### src/design/tst_pkg.sv
// ----------------------------------------------------------------------------
// tst_pkg: shared types and constants for the timer slot table
// Holds command, result and status codes, payload structs, controller states
// and the controller/datapath command and status structs.
// ----------------------------------------------------------------------------
package tst_pkg;

    localparam int SLOTS_DEF    = 32;
    localparam int NUM_DIVIDERS = 5;
    localparam int DIV_W        = 7;

    typedef enum logic [2:0] {
        CMD_TICK    = 3'd0,
        CMD_ADD_PER = 3'd1,
        CMD_ADD_ONE = 3'd2,
        CMD_KILL    = 3'd3,
        CMD_LATCH   = 3'd4,
        CMD_CLEAR   = 3'd5
    } cmd_code_t;

    localparam logic [2:0] KIND_ADD    = 3'd0;
    localparam logic [2:0] KIND_KILL   = 3'd1;
    localparam logic [2:0] KIND_EXPIRY = 3'd2;
    localparam logic [2:0] KIND_TICK   = 3'd3;
    localparam logic [2:0] KIND_FLAGS  = 3'd4;
    localparam logic [2:0] KIND_CLEAR  = 3'd5;

    localparam logic [1:0] ST_OK      = 2'd0;
    localparam logic [1:0] ST_ZERO    = 2'd1;
    localparam logic [1:0] ST_FULL    = 2'd2;
    localparam logic [1:0] ST_BADSLOT = 2'd3;

    localparam logic [1:0] MODE_FREE     = 2'd0;
    localparam logic [1:0] MODE_PERIODIC = 2'd1;
    localparam logic [1:0] MODE_ONESHOT  = 2'd2;

    function automatic logic [DIV_W-1:0] div_limit(input int i);
        case (i)
            0:       div_limit = 7'd1;
            1:       div_limit = 7'd2;
            2:       div_limit = 7'd5;
            3:       div_limit = 7'd10;
            default: div_limit = 7'd100;
        endcase
    endfunction

    typedef struct packed {
        logic [2:0]  cmd;
        logic [31:0] timeout;
        logic [5:0]  slot;
    } in_word_t;

    typedef struct packed {
        logic [2:0] kind;
        logic [1:0] status;
        logic [5:0] slot_index;
        logic       was_one_shot;
        logic [4:0] tick_flags;
        logic       last;
    } out_word_t;

    typedef enum logic [2:0] {
        S_IDLE,
        S_SCAN,
        S_FINAL,
        S_WAIT
    } ctl_state_t;

    // controller -> datapath
    typedef struct packed {
        logic load;       // capture input word
        logic start_tick; // advance dividers
        logic scan_step;  // process slot at scan index
        logic do_single;  // execute add/kill/latch/clear
        logic emit_hit;   // load held expiry result into output register
        logic emit_final; // load final result into output register
    } dp_cmd_t;

    // datapath -> controller
    typedef struct packed {
        logic is_tick;
        logic is_valid_cmd;
        logic hit;        // slot at scan index expired this step
        logic scan_done;  // scan index is at the last slot
        logic held;       // an earlier expiry of this tick is held back
    } dp_stat_t;

endpackage

### src/design/timer_slot_table.sv
// ----------------------------------------------------------------------------
// timer_slot_table: table of periodic and one-shot timer slots
// Top level joining the sequencing controller and the slot datapath.
// ----------------------------------------------------------------------------
// One command word is taken at a time. Add, kill, latch and clear pass
// through capture, execute and loading the result word, which waits on
// out_stall, before the next word is taken. A tick advances the five tick
// dividers, then walks the slot table one slot per cycle while no expiry
// word waits on out_stall, and then loads its final word.
// Each expiry gives one word; it is held back until the next expiry is found
// or the walk ends, so the final one carries last. A tick with no expiry
// gives a single tick-done word. Unknown commands are dropped without a
// result.
module timer_slot_table
    import tst_pkg::*;
#(
    parameter int SLOTS = SLOTS_DEF
)
(
    input  logic      clk,
    input  logic      rst_n,
    input  logic      in_valid,
    output logic      in_stall,
    input  in_word_t  in_data,
    output logic      out_valid,
    input  logic      out_stall,
    output out_word_t out_data
);

    dp_cmd_t  dcmd;
    dp_stat_t dstat;

    tst_ctrl u_ctrl (
        .clk       (clk),
        .rst_n     (rst_n),
        .in_valid  (in_valid),
        .in_stall  (in_stall),
        .out_valid (out_valid),
        .out_stall (out_stall),
        .stat      (dstat),
        .cmd       (dcmd)
    );

    tst_dp #(.SLOTS(SLOTS)) u_dp (
        .clk      (clk),
        .rst_n    (rst_n),
        .in_word  (in_data),
        .cmd      (dcmd),
        .stat     (dstat),
        .out_word (out_data)
    );

    // the slot walk and a single command never overlap
    a_single_cmd: assert property (@(posedge clk) disable iff (!rst_n)
        !(dcmd.scan_step && dcmd.do_single))
        else $error("scan and single command together");

    a_accept_idle: assert property (@(posedge clk) disable iff (!rst_n)
        (in_valid && !in_stall) |=> in_stall)
        else $error("accepted word did not block the input");

    a_no_double_emit: assert property (@(posedge clk) disable iff (!rst_n)
        !(dcmd.emit_hit && dcmd.emit_final))
        else $error("two result loads in one cycle");

endmodule

### src/design/tst_ctrl.sv
// ----------------------------------------------------------------------------
// tst_ctrl: sequencing controller
// Walks the slot scan for ticks, issues single-step commands otherwise, and
// drives the output register handshake.
// ----------------------------------------------------------------------------
module tst_ctrl
    import tst_pkg::*;
(
    input  logic     clk,
    input  logic     rst_n,
    input  logic     in_valid,
    output logic     in_stall,
    output logic     out_valid,
    input  logic     out_stall,
    input  dp_stat_t stat,
    output dp_cmd_t  cmd
);

    ctl_state_t state_reg, state_next;
    logic       ovalid_reg, ovalid_next;

    always_ff @(posedge clk or negedge rst_n)
    begin
        if (!rst_n)
        begin
            state_reg  <= S_IDLE;
            ovalid_reg <= 1'b0;
        end
        else
        begin
            state_reg  <= state_next;
            ovalid_reg <= ovalid_next;
        end
    end

    logic out_free;
    assign out_free  = !ovalid_reg || !out_stall;
    assign out_valid = ovalid_reg;
    assign in_stall  = (state_reg != S_IDLE);

    always_comb
    begin
        state_next  = state_reg;
        cmd         = '0;
        ovalid_next = ovalid_reg && out_stall;
        case (state_reg)
            S_IDLE:
            begin
                if (in_valid)
                begin
                    cmd.load   = 1'b1;
                    state_next = S_WAIT;
                end
            end
            S_WAIT:
            begin
                // decode captured word
                if (!stat.is_valid_cmd)
                    state_next = S_IDLE;
                else if (stat.is_tick)
                begin
                    cmd.start_tick = 1'b1;
                    state_next     = S_SCAN;
                end
                else
                begin
                    cmd.do_single = 1'b1;
                    state_next    = S_FINAL;
                end
            end
            S_SCAN:
            begin
                // a new expiry pushes the held one out; hold the scan until
                // the output register can take it
                if (stat.hit && stat.held)
                begin
                    if (out_free)
                    begin
                        cmd.scan_step = 1'b1;
                        cmd.emit_hit  = 1'b1;
                        ovalid_next   = 1'b1;
                        if (stat.scan_done)
                            state_next = S_FINAL;
                    end
                end
                else
                begin
                    cmd.scan_step = 1'b1;
                    if (stat.scan_done)
                        state_next = S_FINAL;
                end
            end
            S_FINAL:
            begin
                if (out_free)
                begin
                    cmd.emit_final = 1'b1;
                    ovalid_next    = 1'b1;
                    state_next     = S_IDLE;
                end
            end
            default: state_next = S_IDLE;
        endcase
    end

endmodule

### src/design/tst_dp.sv
// ----------------------------------------------------------------------------
// tst_dp: slot table datapath
// Holds slot modes, timeouts and counts, the tick dividers and the flags,
// and builds result words.
// ----------------------------------------------------------------------------
module tst_dp
    import tst_pkg::*;
#(
    parameter int SLOTS = SLOTS_DEF
)
(
    input  logic      clk,
    input  logic      rst_n,
    input  in_word_t  in_word,
    input  dp_cmd_t   cmd,
    output dp_stat_t  stat,
    output out_word_t out_word
);

    localparam int IW = (SLOTS > 1) ? $clog2(SLOTS) : 1;

    logic [1:0]  mode_reg [SLOTS];
    logic [31:0] period_reg [SLOTS];
    logic [31:0] elapsed_reg [SLOTS];
    logic [DIV_W-1:0] div_reg [NUM_DIVIDERS];
    logic [4:0]  pend_reg, vis_reg;
    in_word_t    word_reg;
    logic [IW-1:0] idx_reg;
    logic        any_hit_reg;
    logic [IW-1:0] hold_idx_reg;
    logic        hold_one_reg;
    out_word_t   ow_reg;

    // allocation outcome kept across the single-step
    logic [IW-1:0] alloc_reg;
    logic          found_reg;

    // current slot under scan
    logic        act;
    logic [31:0] inc;
    logic        hit;
    assign act = (mode_reg[idx_reg] == MODE_PERIODIC) || (mode_reg[idx_reg] == MODE_ONESHOT);
    assign inc = (elapsed_reg[idx_reg] != 32'hFFFF_FFFF) ? elapsed_reg[idx_reg] + 32'd1
                                                          : elapsed_reg[idx_reg];
    assign hit = act && (inc >= period_reg[idx_reg]);

    // first free slot search
    logic [IW-1:0] free_idx;
    logic          found;
    always_comb
    begin
        free_idx = '0;
        found    = 1'b0;
        for (int i = SLOTS - 1; i >= 0; i--)
        begin
            if (mode_reg[i] != MODE_PERIODIC && mode_reg[i] != MODE_ONESHOT)
            begin
                free_idx = IW'(i);
                found    = 1'b1;
            end
        end
    end

    logic kill_ok;
    assign kill_ok = ({1'b0, word_reg.slot} < 7'(SLOTS));

    assign stat.is_tick      = (word_reg.cmd == CMD_TICK);
    assign stat.is_valid_cmd = (word_reg.cmd <= CMD_CLEAR);
    assign stat.hit          = hit;
    assign stat.scan_done    = (idx_reg == IW'(SLOTS - 1));
    assign stat.held         = any_hit_reg;

    // expiry word for the held slot; more expiries follow, so last is clear
    out_word_t hit_word;
    always_comb
    begin
        hit_word.kind         = KIND_EXPIRY;
        hit_word.status       = ST_OK;
        hit_word.slot_index   = 6'(hold_idx_reg);
        hit_word.was_one_shot = hold_one_reg;
        hit_word.tick_flags   = vis_reg;
        hit_word.last         = 1'b0;
    end

    // final word of a command
    out_word_t fin_word;
    always_comb
    begin
        fin_word.kind         = KIND_CLEAR;
        fin_word.status       = ST_OK;
        fin_word.slot_index   = '0;
        fin_word.was_one_shot = 1'b0;
        fin_word.tick_flags   = vis_reg;
        fin_word.last         = 1'b1;
        case (word_reg.cmd)
            CMD_TICK:
            begin
                if (any_hit_reg)
                begin
                    fin_word.kind         = KIND_EXPIRY;
                    fin_word.slot_index   = 6'(hold_idx_reg);
                    fin_word.was_one_shot = hold_one_reg;
                end
                else
                    fin_word.kind = KIND_TICK;
            end
            CMD_ADD_PER, CMD_ADD_ONE:
            begin
                fin_word.kind = KIND_ADD;
                if (word_reg.timeout == 32'd0)
                    fin_word.status = ST_ZERO;
                else if (!found_reg)
                    fin_word.status = ST_FULL;
                else
                    fin_word.slot_index = 6'(alloc_reg);
            end
            CMD_KILL:
            begin
                fin_word.kind       = KIND_KILL;
                fin_word.slot_index = word_reg.slot;
                if (!kill_ok)
                    fin_word.status = ST_BADSLOT;
            end
            CMD_LATCH: fin_word.kind = KIND_FLAGS;
            default:   fin_word.kind = KIND_CLEAR;
        endcase
    end

    always_ff @(posedge clk or negedge rst_n)
    begin
        if (!rst_n)
        begin
            for (int i = 0; i < SLOTS; i++)
                mode_reg[i] <= MODE_FREE;
            for (int d = 0; d < NUM_DIVIDERS; d++)
                div_reg[d] <= '0;
            pend_reg    <= '0;
            vis_reg     <= '0;
            idx_reg     <= '0;
            any_hit_reg <= 1'b0;
        end
        else
        begin
            if (cmd.start_tick)
            begin
                for (int d = 0; d < NUM_DIVIDERS; d++)
                begin
                    if (div_reg[d] + 7'd1 >= div_limit(d))
                    begin
                        div_reg[d]  <= '0;
                        pend_reg[d] <= 1'b1;
                    end
                    else
                        div_reg[d] <= div_reg[d] + 7'd1;
                end
                idx_reg     <= '0;
                any_hit_reg <= 1'b0;
            end
            if (cmd.scan_step)
            begin
                if (hit)
                begin
                    any_hit_reg <= 1'b1;
                    if (mode_reg[idx_reg] == MODE_ONESHOT)
                        mode_reg[idx_reg] <= MODE_FREE;
                end
                if (!stat.scan_done)
                    idx_reg <= idx_reg + IW'(1);
            end
            if (cmd.do_single)
            begin
                case (word_reg.cmd)
                    CMD_ADD_PER, CMD_ADD_ONE:
                        if (word_reg.timeout != 32'd0 && found)
                            mode_reg[free_idx] <= (word_reg.cmd == CMD_ADD_PER)
                                                  ? MODE_PERIODIC : MODE_ONESHOT;
                    CMD_KILL:
                        if (kill_ok)
                            mode_reg[word_reg.slot[IW-1:0]] <= MODE_FREE;
                    CMD_LATCH:
                    begin
                        vis_reg  <= pend_reg;
                        pend_reg <= '0;
                    end
                    CMD_CLEAR: vis_reg <= '0;
                    default: ;
                endcase
            end
        end
    end

    // payload: word capture, slot data, held expiry, result word
    always_ff @(posedge clk)
    begin
        if (cmd.load)
            word_reg <= in_word;
        if (cmd.scan_step && act)
            elapsed_reg[idx_reg] <= hit ? 32'd0 : inc;
        if (cmd.scan_step && hit)
        begin
            hold_idx_reg <= idx_reg;
            hold_one_reg <= (mode_reg[idx_reg] == MODE_ONESHOT);
        end
        if (cmd.do_single && found && word_reg.timeout != 32'd0 &&
            (word_reg.cmd == CMD_ADD_PER || word_reg.cmd == CMD_ADD_ONE))
        begin
            period_reg[free_idx]  <= word_reg.timeout;
            elapsed_reg[free_idx] <= '0;
        end
        if (cmd.do_single)
        begin
            alloc_reg <= free_idx;
            found_reg <= found;
        end
        if (cmd.emit_hit)
            ow_reg <= hit_word;
        else if (cmd.emit_final)
            ow_reg <= fin_word;
    end

    assign out_word = ow_reg;

endmodule
### config.mk
export PLATFORM = sky130hd
export DESIGN_NAME = timer_slot_table
export DESIGN_NICKNAME = d
export VERILOG_FILES = /design/src/design/tst_pkg.sv /design/src/design/timer_slot_table.sv /design/src/design/tst_ctrl.sv /design/src/design/tst_dp.sv
export SDC_FILE = /design/constraint.sdc
export NUM_CORES = 2
export LEC_CHECK = 0
export ABC_AREA = 1
export BUFFER_PORTS_ARGS = -buffer_cell sky130_fd_sc_hd__buf_2
export CAP_MARGIN = 10
export CORE_ASPECT_RATIO = 0.9
export CORE_MARGIN = 2
export CORE_UTILIZATION = 45
export CTS_BUF_LIST = sky130_fd_sc_hd__clkbuf_8
export CTS_CLUSTER_SIZE = 10
export DETAILED_ROUTE_END_ITERATION = 10
export PLACE_DENSITY = 0.59
export SYNTH_ARGS = -nofsm -noshare
export SYNTH_HDL_FRONTEND = slang
export SYNTH_SLANG_ARGS = --single-unit
### constraint.sdc
create_clock -name clk -period 21.6 [get_ports clk]
set_input_delay 4.32 -clock clk [delete_from_list [all_inputs] [get_ports clk]]
set_output_delay 4.32 -clock clk [all_outputs]
set_load 0.02 [all_outputs]
* Word level (Yosys, flattened, before mapping)
Memories as Yosys holds them, arrays and structs flattened.
Index checks and enable logic that the tools add are counted.
** Cells by class
- $add $sub $neg :: 7
- Multiply operators :: 0
- Div/mod/pow operators :: 0
- Order comparisons :: 14
- Equality and inequality tests :: 79
- Shift-type cells :: 0
- Mux-type cells :: 154
- Bitwise gates (word level) :: 7
- Reductions and logical operators :: 60
** Operators with widths (number)
- $mux 64 :: 6
- $mux 5 :: 40
- $and 64x64->64 :: 2
- $not 64->64 :: 2
- $pmux 64 s2 :: 1
- $mux 32 :: 3
- $mux 7 :: 10
- $ne 2x1->1 const B :: 33
- $ne 2x2->1 const B :: 33
- $bwmux 64 :: 1
- $mux 1 :: 63
- $logic_and 1x1->1 :: 44
- $add 7x1->7 const B :: 5
- $ge 7x7->1 :: 5
- $add 32x1->32 const B :: 1
- $ge 32x32->1 :: 1
- $logic_not 32->1 :: 1
- $ne 32x32->1 const B :: 1
- $reduce_bool 32->1 :: 1
- $reduce_or 32->1 :: 1
- $demux 2 s5 :: 3
- $mux 12 :: 2
- $pmux 3 s4 :: 2
- $mux 2 :: 11
- other kinds (28) :: 49
** Word-level totals
- Register bits :: 190
- Latch bits :: 0
- Bits in writable memories :: 2048
- Memory bits (read-only) :: 0
- Memories kept :: 2
** Memories
- u_dp.elapsed_reg :: depth 32, bits a word 32, read ports 1, clocked after Yosys merged registers in 0, wr ports 1, RTL line tst_dp.sv:24 : logic [31:0] elapsed_reg [SLOTS];
- u_dp.period_reg :: depth 32, bits a word 32, read ports 1, clocked after Yosys merged registers in 0, wr ports 1, RTL line tst_dp.sv:23 : logic [31:0] period_reg [SLOTS];

* Logic depth before layout (Yosys ltp)
- Depth in word-level cells :: 43
- Gate-level depth with buffers :: 47
- Gate-level depth less buffers :: 41

* Modules after synthesis
A second synthesis with hierarchy kept.
** Second synthesis, totals
- Cells, all modules :: 11443
- Area total of the unflattened synthesis :: 98087.8 µm²
** Modules (own cells, without submodules)
- tst_dp :: times used 1, cells each 11391, area an instance 97750.0 µm²
- tst_ctrl :: times used 1, cells each 52, area an instance 337.8 µm²

* Least setup slack after synthesis
OpenSTA, ideal clock, no wires.
- Path kind :: flip-flop to flip-flop
- Start :: reg u_dp.idx_reg[0]
- End :: mem u_dp.elapsed_reg[0][0], enable pin
- Library setup time :: 421 ps
- Arrival :: 6854 ps
- Data required time :: 21179 ps
- Setup slack :: 14324 ps
- Stages on the path, launching flop included :: 39
- Path through :: dfrtp_1 > buf_6 > buf_6 > buf_2 > buf_2 > buf_2 > o21ai_0 > o22ai_1 > a22o_1 > nor4_1 > inv_1 > ha_1 > inv_1 > nor2_2 > nand2_2 > nor2_2 > nand4_1 > or2_2 > (+3 left out) > nor2_4 > nand2_1 > nor2_1 > xnor2_1 > inv_1 > ha_1 > a21oi_1 > nor2_1 > a211oi_1 > o221a_2 > o21ai_0 > nand2_1 > nor2_1 > nand2_1 > nand2_1 > o21ai_1 > nand3_1 > nor2_1
** Between the ends
- Word-level cells in the longest chain between the ends :: 14
- Elaborated cells between the ends (all ways) :: 22
- Classes of those cells :: add/sub: 1; order compare: 1; eq/ne: 3; mux: 10; bitwise: 1; reduce/logical: 4; memory: 2
** RTL lines
- start: declaration :: RTL line tst_dp.sv:28 : logic [IW-1:0] idx_reg;
- start signal: assignment :: RTL line tst_dp.sv:168 : idx_reg <= idx_reg + IW'(1);
- parallel branches: the longest is 14 deep, another holds $mem_v2 32x32
- end: declaration :: RTL line tst_dp.sv:24
Parallel ways; which one is timed is not known. The select of a mux whose other input is x is not followed.

* Worst setup path in the final report
- Start :: reg u_dp.idx_reg[0]
- End :: mem u_dp.elapsed_reg[27][0], enable pin
Same word-level chain as after synthesis.

==> flow_metrics.tcl <==
set metrics [dict create \
    insertion_delay_ns 1.11 \
    power.internal_w 0.009516 \
    ff_latch_area_sq_um 66520 \
    io_buffers 64 \
    p_leak_nw 34.57 \
    slew_headroom_pct 17.46 \
    crit_buf_inv 7 \
    grt_pass1_vias 58206 \
    start_util_pct 45.16 \
    synth_common_cells "edfxtp_1 (2112), nor2_1 (1235), o21ai_0 (1109)" \
    die-area_sq_um 207100 \
    path_common_cell "nand2_1" \
    finalPower_w 0.01620 \
    hp-class "reg2reg" \
    finalMaxSlewViolations 0 \
    core_sq_um 202700 \
    power_frac_clock_pct 20.9 \
    vias 62557 \
    met3_usage_pct 4.232 \
    drive_above_1_share_pct 10.40 \
    multi_input_area_sq_um 22730 \
    yosysTopAreaCellShare_pct 69.27 \
    yosysSeqAreaShare_pct 72.65 \
    rows 157 \
    htree_levels 5 \
    synth.most_common_cell "edfxtp_1" \
    root_buffer "clkbuf_8" \
    die_h_um 431.9 \
    cp_top_family "buffers and inverters" \
    grt.busiest_layer "met2" \
    r2r_setup_slack_ns 11.14 \
    p_sw_w 0.006683 \
    first_iter_violations 8094 \
    die_w_um 479.5 \
    p_comb_share_pct 38.5 \
    dp_slack_ns 11.44 \
    antenna_found_initial 4 \
    period_minus_slack_ns 10.46 \
    power_density_nw_per_um2 159.0 \
    cts_made_buffers 371 \
    ys_top_cells_by_area "edfxtp_1 (69%), o21ai_0 (6.1%), nor2_1 (5.1%), o22ai_1 (3.5%), dfrtp_1 (3.2%)" \
    holdPathEnd "u_dp.out_word[17]$_SDFFE_PP0P_" \
    worstPathArrival_ns 11.10 \
    reg2reg_depth 35 \
    r2r_start "u_dp.idx_reg[0]$_DFF_PN0_" \
    met2_usage_pct 39.79 \
    synth-async-reset-ratio_pct 5.275 \
    postPlaceCellArea_sq_um 95370 \
    grt-ovfl-total 0 \
    path_max_fanout 84 \
    ys_warn_count 0 \
    dp_hpwl_mm 148.1 \
    sw_frac_of_total_pct 41.25 \
    netlist_area_sq_um 91560 \
    fillCellCount 17576 \
    grt_use_met1_pct 38.71 \
    rsz0062_at_grt "false" \
    period_share_pct 48.42 \
    maxCapViolations 0 \
    cts.sinks 2237 \
    syn-num-nets 7451 \
    synth_seq_cells 2237 \
    slowest_stage "dfrtp_4" \
    syn2layout_area_growth_pct 11.26 \
    avgSynthCellArea_sq_um 12.45 \
    boundaryPins 65 \
    hold_viol 0 \
    routedWlPerCell_um 26.56 \
    setup_viol 0 \
    fin_ws_ns 11.14 \
    grt_max_degree 181 \
    clock_skew_ns 0.1111 \
    grt_pass1_wl_mm 400.4 \
    cts_tree "built" \
    synth_edf_count 2112 \
    postCtsResizedCells 0 \
    status "completed" \
    cts_hold_buf 0 \
    criticalPathCategory "reg2reg" \
    min_path_cells 2 \
    postLayoutCellArea_sq_um 101900 \
    seqPwrFrac_pct 40.6 \
    vias_per_cell 5.966 \
    endpoint_kind "flip-flop" \
    ir_drop_mv 0.3156 \
    synth_top_area_cell "edfxtp_1" \
    synth_cell_types 61 \
    worstMarginPinSlew_ns 1.238 \
    ys.flop_type "edfxtp_1" \
    hold_start "u_dp.out_word[17]$_SDFFE_PP0P_" \
    drtAntennaViolNets 0 \
    r2r-end "u_dp.elapsed_reg[27][0]$_DFFE_PP_" \
    cts_buffer_depth 4 \
    track_usage_pct 26.27 \
    globalplace.congestion 0.9016 \
    critPathLaunchType "flip-flop" \
    totalWireLength_mm 278.5 \
    fin_nets 7608 \
    fmax_ghz 0.09561 \
    drt_first_pass_iters 6 \
    max_stage_delay_ns 0.78 \
    cp.required_ns 22.24 \
    path_clk_slew_ns 0.06 \
    finalSetupTns_ns 0 \
    synthCells 7354 \
    drc 0 \
    post_cts_buffers 0 \
]
==> worst max path at each step <==
stage                                          to  depth (start not counted)                       from
5_1_grt         u_dp.elapsed_reg[27][0]$_DFFE_PP_                         37  u_dp.idx_reg[0]$_DFF_PN0_
3_3_place_gp   u_dp.elapsed_reg[13][16]$_DFFE_PP_                         34  u_dp.idx_reg[0]$_DFF_PN0_
2_1_floorplan    u_dp.elapsed_reg[0][0]$_DFFE_PP_                         38  u_dp.idx_reg[0]$_DFF_PN0_
4_1_cts        u_dp.elapsed_reg[12][16]$_DFFE_PP_                         34  u_dp.idx_reg[0]$_DFF_PN0_
3_5_place_dp   u_dp.elapsed_reg[12][16]$_DFFE_PP_                         34  u_dp.idx_reg[0]$_DFF_PN0_
6_report        u_dp.elapsed_reg[27][0]$_DFFE_PP_                         35  u_dp.idx_reg[0]$_DFF_PN0_
==> power by group through the flow <==
stage	logic (W)	registers, W	clock network (W)
after floorplan	0.00343	0.00666	0
after global placement	0.00612	0.00666	0
final	0.00623	0.00658	0.00338
after global routing	0.00670	0.00660	0.00362
after detailed placement	0.00618	0.00667	0
after CTS	0.00619	0.00658	0.00342
==> stage by stage <==
step / hold slack [ns] / utilization, % / instances
after floorplan: 0.4261 / - / 7354
after global placement: 0.4445 / 47.03 / 9839
after detailed placement: 0.4527 / 47.04 / 9840
after CTS: 0.4632 / 50.23 / 10479
after global routing: 0.4781 / 50.25 / 10484
final: 0.4602 / 50.25 / 10485
==> per-layer routing <==
metal  wire, um  vias to the layer above
met3      26580                      544
met2     125400                     3382
met4       8803                        0
li1           -                    27411
met5          0                        -
met1     117700                    31220
==> cell usage in the layout (no fill, tap or decap), types with 34 or more instances in the layout <==
| cell | count |
|---|---|
| edfxtp_1 | 2112 |
| nor2_1 | 1169 |
| o21ai_0 | 1109 |
| nand2_1 | 676 |
| o22ai_1 | 514 |
| inv_1 | 390 |
| clkbuf_8 | 381 |
| a21oi_1 | 172 |
| buf_4 | 162 |
| dfrtp_1 | 116 |
| a22o_1 | 115 |
| clkinv_1 | 87 |
| nand3_1 | 83 |
| nand4_1 | 66 |
| nor2_4 | 63 |
| buf_2 | 63 |
| ha_1 | 52 |
| a221oi_1 | 49 |
| xnor2_1 | 45 |
| clkinv_2 | 40 |
| nor3_1 | 39 |
| o21ai_1 | 34 |
==> layout make-up <==
cell class | instances | area share (%)
Antenna cell | 5 | 0.01228
Timing Repair Buffer | 233 | 1.661
Inverter | 278 | 1.044
Multi-Input combinational cell | 4390 | 22.31
Tap cell | 2703 | 3.320
Sequential cell | 2237 | 65.30
Clock inverter | 258 | 1.196
Clock buffer | 381 | 5.148
==> cell families after synthesis <==
group           count (synthesis)  share of synthesized area [%]
buf+inv                       727                          3.341
simple gates                 2178                          9.554
xor+xnor                       71                         0.6874
flops                        2237                          72.65
fa+ha+maj                      52                         0.7106
compound gates               2089                          13.06
==> worst reg2reg max path: cells and delay by family, from the launching register on <==
family | cells | cell delay, ns
buffers and inverters | 7 | 3.27
AND/OR/NAND/NOR | 14 | 2.91
AO/OA/AOI/OAI | 12 | 2.60
flip-flops | 1 | 0.78
adder cells (fa/ha/maj) | 2 | 0.48
(Power assumes the default switching activity.)
